## src/rtl/pgd_pkg.sv

```systemverilog
// Shared types, constants and command codes for the Poincare distance block.
`default_nettype none
package pgd_pkg;

    localparam int ELEM_BITS = 16;
    localparam int CURV_BITS = 16;
    localparam int ACC_BITS  = 42;
    localparam int DIST_BITS = 24;

    localparam int LOG_ITERS  = 30;
    localparam int ROOT_ITERS = 32;
    localparam int DIV_ITERS  = 77;
    localparam int CNT_BITS   = 7;

    localparam logic [CURV_BITS-1:0] CURV_RESET = 16'd4096;
    localparam logic [29:0]          LN2_Q30    = 30'd744261118;
    localparam logic [35:0]          LOG_BIAS   = 36'd32212254720;
    localparam logic [63:0]          ONE_Q30    = 64'd1073741824;
    localparam logic [DIST_BITS-1:0] DIST_MAX   = 24'hFFFFFF;

    typedef struct packed {
        logic signed [ELEM_BITS-1:0] first_elem;
        logic signed [ELEM_BITS-1:0] second_elem;
        logic                        last_elem;
    } pgd_in_t;

    typedef struct packed {
        logic [DIST_BITS-1:0] distance;
        logic                 saturated;
    } pgd_out_t;

    typedef enum logic [1:0] {
        SH_11,
        SH_12,
        SH_30
    } mul_shift_t;

    typedef enum logic [4:0] {
        CMD_NOP,
        CMD_ACCUM,
        CMD_MUL_T1,
        CMD_T1_MUL_T2,
        CMD_T2_MUL_NUM,
        CMD_NUM_MUL_DEN,
        CMD_DEN_SET,
        CMD_LOG_LOAD_SUM,
        CMD_LOG_NORM,
        CMD_LOG_ITER,
        CMD_LOG_LOAD_DEN,
        CMD_MUL_L2,
        CMD_DIV_LOAD_R,
        CMD_DIV_STEP,
        CMD_MUL_V,
        CMD_SQRT_LOAD_V,
        CMD_SQRT_NORM,
        CMD_SQRT_START,
        CMD_SQRT_STEP,
        CMD_LOG_LOAD_Y,
        CMD_MUL_LY,
        CMD_SQRT_LOAD_CV,
        CMD_DIV_LOAD_D,
        CMD_OUT_WRITE
    } pgd_cmd_t;

    typedef struct packed {
        logic mul_done;
        logic big_ratio;
        logic log_top;
        logic root_norm_done;
        logic out_free;
    } pgd_status_t;

    typedef enum logic [5:0] {
        ST_IDLE,
        ST_T1_GO,
        ST_T1_WAIT,
        ST_T2_GO,
        ST_T2_WAIT,
        ST_NUM_GO,
        ST_NUM_WAIT,
        ST_DEN_GO,
        ST_DEN_WAIT,
        ST_DEN_SET,
        ST_BRANCH,
        ST_LA_NORM,
        ST_LA_ITER,
        ST_LB_LOAD,
        ST_LB_NORM,
        ST_LB_ITER,
        ST_L2_GO,
        ST_L2_WAIT,
        ST_DIV_R,
        ST_V_GO,
        ST_V_WAIT,
        ST_SQ_LOAD,
        ST_SQ_NORM,
        ST_SQ_SHIFT,
        ST_SQ_ITER,
        ST_Y_LOAD,
        ST_LC_NORM,
        ST_LC_ITER,
        ST_LY_GO,
        ST_LY_WAIT,
        ST_S_LOAD,
        ST_S_ITER,
        ST_D_LOAD,
        ST_D_DIV,
        ST_OUT
    } pgd_state_t;

endpackage
`default_nettype wire

```

## src/rtl/pgd_ctrl.sv

```systemverilog
// Controller state machine that sequences the datapath through one distance evaluation.
`default_nettype none
module pgd_ctrl (
    input  logic                 clk,
    input  logic                 rst_n,
    input  logic                 in_valid,
    input  logic                 in_last,
    output logic                 in_ready,
    input  pgd_pkg::pgd_status_t status,
    output pgd_pkg::pgd_cmd_t    cmd
);
    import pgd_pkg::*;

    pgd_state_t          state_reg;
    pgd_state_t          state_next;
    logic [CNT_BITS-1:0] cnt_reg;
    logic [CNT_BITS-1:0] cnt_next;

    always_ff @(posedge clk or negedge rst_n)
    begin
        if (!rst_n)
        begin
            state_reg <= ST_IDLE;
            cnt_reg   <= '0;
        end
        else
        begin
            state_reg <= state_next;
            cnt_reg   <= cnt_next;
        end
    end

    always_comb
    begin
        state_next = state_reg;
        cnt_next   = cnt_reg;
        cmd        = CMD_NOP;
        in_ready   = 1'b0;
        unique case (state_reg)
            ST_IDLE:
            begin
                in_ready = 1'b1;
                if (in_valid)
                begin
                    cmd = CMD_ACCUM;
                    if (in_last)
                    begin
                        state_next = ST_T1_GO;
                    end
                end
            end
            ST_T1_GO:
            begin
                cmd        = CMD_MUL_T1;
                state_next = ST_T1_WAIT;
            end
            ST_T1_WAIT:  if (status.mul_done) state_next = ST_T2_GO;
            ST_T2_GO:
            begin
                cmd        = CMD_T1_MUL_T2;
                state_next = ST_T2_WAIT;
            end
            ST_T2_WAIT:  if (status.mul_done) state_next = ST_NUM_GO;
            ST_NUM_GO:
            begin
                cmd        = CMD_T2_MUL_NUM;
                state_next = ST_NUM_WAIT;
            end
            ST_NUM_WAIT: if (status.mul_done) state_next = ST_DEN_GO;
            ST_DEN_GO:
            begin
                cmd        = CMD_NUM_MUL_DEN;
                state_next = ST_DEN_WAIT;
            end
            ST_DEN_WAIT: if (status.mul_done) state_next = ST_DEN_SET;
            ST_DEN_SET:
            begin
                cmd        = CMD_DEN_SET;
                state_next = ST_BRANCH;
            end
            ST_BRANCH:
            begin
                cnt_next = '0;
                if (status.big_ratio)
                begin
                    cmd        = CMD_LOG_LOAD_SUM;
                    state_next = ST_LA_NORM;
                end
                else
                begin
                    cmd        = CMD_DIV_LOAD_R;
                    state_next = ST_DIV_R;
                end
            end
            ST_LA_NORM, ST_LB_NORM, ST_LC_NORM:
            begin
                cmd = CMD_LOG_NORM;
                if (status.log_top)
                begin
                    cnt_next = '0;
                    unique case (state_reg)
                        ST_LA_NORM: state_next = ST_LA_ITER;
                        ST_LB_NORM: state_next = ST_LB_ITER;
                        default:    state_next = ST_LC_ITER;
                    endcase
                end
            end
            ST_LA_ITER, ST_LB_ITER, ST_LC_ITER:
            begin
                cmd      = CMD_LOG_ITER;
                cnt_next = cnt_reg + CNT_BITS'(1);
                if (cnt_reg == CNT_BITS'(LOG_ITERS - 1))
                begin
                    unique case (state_reg)
                        ST_LA_ITER: state_next = ST_LB_LOAD;
                        ST_LB_ITER: state_next = ST_L2_GO;
                        default:    state_next = ST_LY_GO;
                    endcase
                end
            end
            ST_LB_LOAD:
            begin
                cmd        = CMD_LOG_LOAD_DEN;
                state_next = ST_LB_NORM;
            end
            ST_L2_GO:
            begin
                cmd        = CMD_MUL_L2;
                state_next = ST_L2_WAIT;
            end
            ST_L2_WAIT:  if (status.mul_done) state_next = ST_S_LOAD;
            ST_DIV_R, ST_D_DIV:
            begin
                cmd      = CMD_DIV_STEP;
                cnt_next = cnt_reg + CNT_BITS'(1);
                if (cnt_reg == CNT_BITS'(DIV_ITERS - 1))
                begin
                    state_next = (state_reg == ST_DIV_R) ? ST_V_GO : ST_OUT;
                end
            end
            ST_V_GO:
            begin
                cmd        = CMD_MUL_V;
                state_next = ST_V_WAIT;
            end
            ST_V_WAIT:   if (status.mul_done) state_next = ST_SQ_LOAD;
            ST_SQ_LOAD:
            begin
                cmd        = CMD_SQRT_LOAD_V;
                state_next = ST_SQ_NORM;
            end
            ST_SQ_NORM:
            begin
                cmd = CMD_SQRT_NORM;
                if (status.root_norm_done)
                begin
                    state_next = ST_SQ_SHIFT;
                end
            end
            ST_SQ_SHIFT:
            begin
                cmd        = CMD_SQRT_START;
                cnt_next   = '0;
                state_next = ST_SQ_ITER;
            end
            ST_SQ_ITER, ST_S_ITER:
            begin
                cmd      = CMD_SQRT_STEP;
                cnt_next = cnt_reg + CNT_BITS'(1);
                if (cnt_reg == CNT_BITS'(ROOT_ITERS - 1))
                begin
                    state_next = (state_reg == ST_SQ_ITER) ? ST_Y_LOAD : ST_D_LOAD;
                end
            end
            ST_Y_LOAD:
            begin
                cmd        = CMD_LOG_LOAD_Y;
                state_next = ST_LC_NORM;
            end
            ST_LY_GO:
            begin
                cmd        = CMD_MUL_LY;
                state_next = ST_LY_WAIT;
            end
            ST_LY_WAIT:  if (status.mul_done) state_next = ST_S_LOAD;
            ST_S_LOAD:
            begin
                cmd        = CMD_SQRT_LOAD_CV;
                cnt_next   = '0;
                state_next = ST_S_ITER;
            end
            ST_D_LOAD:
            begin
                cmd        = CMD_DIV_LOAD_D;
                cnt_next   = '0;
                state_next = ST_D_DIV;
            end
            ST_OUT:
            begin
                if (status.out_free)
                begin
                    cmd        = CMD_OUT_WRITE;
                    state_next = ST_IDLE;
                end
            end
            default:     state_next = ST_IDLE;
        endcase
    end

endmodule
`default_nettype wire

```

## config.mk

```make
export PLATFORM = sky130hd
export DESIGN_NAME = pgd_ctrl
export DESIGN_NICKNAME = d
export VERILOG_FILES = /design/src/rtl/pgd_pkg.sv /design/src/rtl/pgd_ctrl.sv
export SDC_FILE = /design/constraint.sdc
export NUM_CORES = 1
export LEC_CHECK = 0
export ABC_AREA = 0
export BUFFER_PORTS_ARGS = -buffer_cell sky130_fd_sc_hd__buf_2
export CORE_UTILIZATION = 51
export CTS_CLUSTER_DIAMETER = 120
export CTS_CLUSTER_SIZE = 16
export DETAILED_ROUTE_END_ITERATION = 7
export PLACE_DENSITY = 0.68
export SLEW_MARGIN = 20
export SYNTH_ARGS = -nofsm -noshare
export SYNTH_HDL_FRONTEND = slang
export SYNTH_SLANG_ARGS = --single-unit
```

## constraint.sdc

```tcl
create_clock -name clk -period 4.24 [get_ports clk]
set_clock_uncertainty 0.1 [all_clocks]
set_input_delay 0.636 -clock clk [delete_from_list [all_inputs] [get_ports clk]]
set_output_delay 0.636 -clock clk [all_outputs]
set_load 0.02 [all_outputs]
```

==> impl_metrics.json <==
{
  "status": "finished, final reports clean",
  "crit_path_start": "state_reg[2]",
  "stdcell_count": 259,
  "timing.fmax_mhz": 299,
  "syn_to_final_growth_pct": 1.60,
  "grt_overflow": 0,
  "r2r-start": "state_reg[2]",
  "placed_cells": 255,
  "rsz0062_at_grt": "no",
  "diodes": 0,
  "period_needed_ns": 3.34,
  "crit_path_start_kind": "register",
  "antenna_left": 0,
  "cellLeakagePower_nw": 0.656,
  "hold_ws_ns": 0.129,
  "htree_levels": 1,
  "synthCells": 215,
  "synth.most_common_cell": "nor2_1",
  "power_density_nw_per_um2": 855,
  "setup_viol": 0,
  "synthTopCellsByArea": "dfrtp_1, o21ai_0, nor2_1",
  "p_clk_share_pct": 5.4,
  "cts_tree": "done",
  "routedWlPerCell_um": 16.0,
  "io_buffers": 14,
  "synth_top_area_share_pct": 19.8,
  "yosys_warnings": 0,
  "switching_share_pct": 55.8,
  "hp-class": "in -> async",
  "syn-cell-area_um2": 1650,
  "drc": 0,
  "final.period_utilization_pct": 78.8,
  "synth_ff_type": "dfrtp_1",
  "drtIter0Drc": 108,
  "seq_power_share_pct": 24.7,
  "rows": 20,
  "maxSlewHeadroom_pct": 39.5,
  "crit_required_ns": 3.50,
  "grt_pass1_vias": 1440,
  "initial_core_util_pct": 53.9,
  "utilization_pct": 54.8,
  "syn-num-nets": 227,
  "drive_gt1_share_pct": 17.2,
  "die_y_um": 58.8,
  "worstPathCellList": "and2b_2, a32oi_1, o311ai_1, or4_1, buf_2",
  "routed_wl_um": 4150,
  "die_w_um": 58.8,
  "synth_common_cells": "nor2_1, o21ai_0, nand2_1",
  "syn_avg_cell_area_um2": 7.66,
  "post-dp-hpwl_um": 2970,
  "crit_fanout": 33,
  "setup_slack_ns": 0.898,
  "worstPathArrival_ns": 2.61,
  "setup_tns_ns": 0,
  "ys_ff_latch": 13,
  "worstMarginPinSlew_ns": 0.907,
  "place_ws_ns": 1.23,
  "ios": 15,
  "synth_top_area_cell": "dfrtp_1",
  "hold_viol_final": 0,
  "drt_first_pass_iters": 4,
  "cp_slowest_stage_delay_ns": 0.93,
  "clk_pin_slew_ns": 0.08,
  "cts_max_path_buffers": 2,
  "fin_nets": 228,
  "grt_pass1_wl_um": 6750,
  "ctsResizeCount": 0,
  "clock-sinks": 13,
  "clk_latency_ns": 0.28,
  "endpoint_kind": "primary output",
  "cts_setup_buffers": 0,
  "hold_buffers": 0,
  "yosysUniqueCellTypes": 65,
  "power_frac_comb_pct": 69.9,
  "power.net_switching_w": 0.000797,
  "path_class": "reg -> out",
  "maxSlewViolCount": 0,
  "vias_per_cell": 6.42,
  "vias": 1664,
  "cts_made_buffers": 3,
  "synthArstFlopShare_pct": 100,
  "largest_register_ffs": 7,
  "power.internal_w": 0.000632,
  "globalplace.congestion": 0.977,
  "grt_max_degree": 34,
  "cp_slowest_cell": "dfrtp_1",
  "core_area_um2": 3050,
  "antenna_found_initial": 0,
  "synth_enable_flop_cells": 0,
  "track_usage_pct": 25.6,
  "maxCapViolations": 0,
  "dieArea_um2": 3460,
  "peakVddDrop_mv": 0.562,
  "cts_root_buf": "clkbuf_4",
  "fillerInstances": 319,
  "ys_seq_area_share_pct": 19.8
}
critical path, delay by kind of cell, from the launching register on:
family / cells / cell delay, ns
AO/OA/AOI/OAI: 2 / 0.35
buffers and inverters: 1 / 0.17
flip-flops: 1 / 0.93
AND/OR/NAND/NOR: 2 / 0.88
worst paths after layout:
path	cells past startpoint	slack [ns]	to
setup reg to reg	6	1.54	state_reg[5]
setup / recovery	5	0.90	cmd[0]
hold / removal	1	0.13	cnt_reg[4]
max in group asynchronous	1	3.68	state_reg[5]
hold reg to reg	2	0.47	cnt_reg[5]
min in group clk	2	0.47	cnt_reg[5]
layout by cell type (no fill, tap or decap), types with 4 or more instances in the layout:
master and count:
a21oi_1 11, nor2b_1 8, a31oi_1 5, nor2_1 21
buf_2 14, nand2_1 16, dfrtp_1 13, nor3_1 6
o21ai_0 17, inv_1 4, nand3_1 12, mux2_4 4
nand2b_1 7, xnor2_1 4
layer usage:
metal  track usage, %  share of wire, %
met5                0                 0
met2             38.0                45
met3             5.93               8.5
met4             8.50               2.0
met1             36.4                44
per-stage QoR:
step	power, W	area (um^2)
floorplan	0.00119	1650
global placement	0.00133	1650
detailed placement	0.00133	1650
CTS	0.00141	1670
global route	0.00154	1670
finish	0.00143	1670
final cells by class:
type | instances | area [um^2] | share of cell area (%)
Inverter | 6 | 22.5 | 1.35
Clock buffer | 4 | 26.3 | 1.57
Multi-Input combinational cell | 177 | 1170 | 69.7
Tap cell | 44 | 55.1 | 3.29
Timing Repair Buffer | 15 | 77.6 | 4.64
Sequential cell | 13 | 325 | 19.4
power by group through the flow:
stage	Combinational [W]	Clock, W	Sequential, W
2_1_floorplan	0.000996	0	0.000193
3_3_place_gp	0.000982	0	0.000348
3_5_place_dp	0.000985	0	0.000350
4_1_cts	0.000988	0.0000796	0.000347
5_1_grt	0.00108	0.0000898	0.000370
6_report	0.000999	0.0000772	0.000353
cell families after synthesis:
group | count (synthesis) | share of synthesized area, %
simple gates | 99 | 34.1
compound gates | 66 | 28.0
buf+inv | 25 | 9.42
flops | 13 | 19.8
mux | 5 | 4.26
xor+xnor | 4 | 2.13
fa+ha+maj | 3 | 2.28
Power figures use the tool's default switching activity.
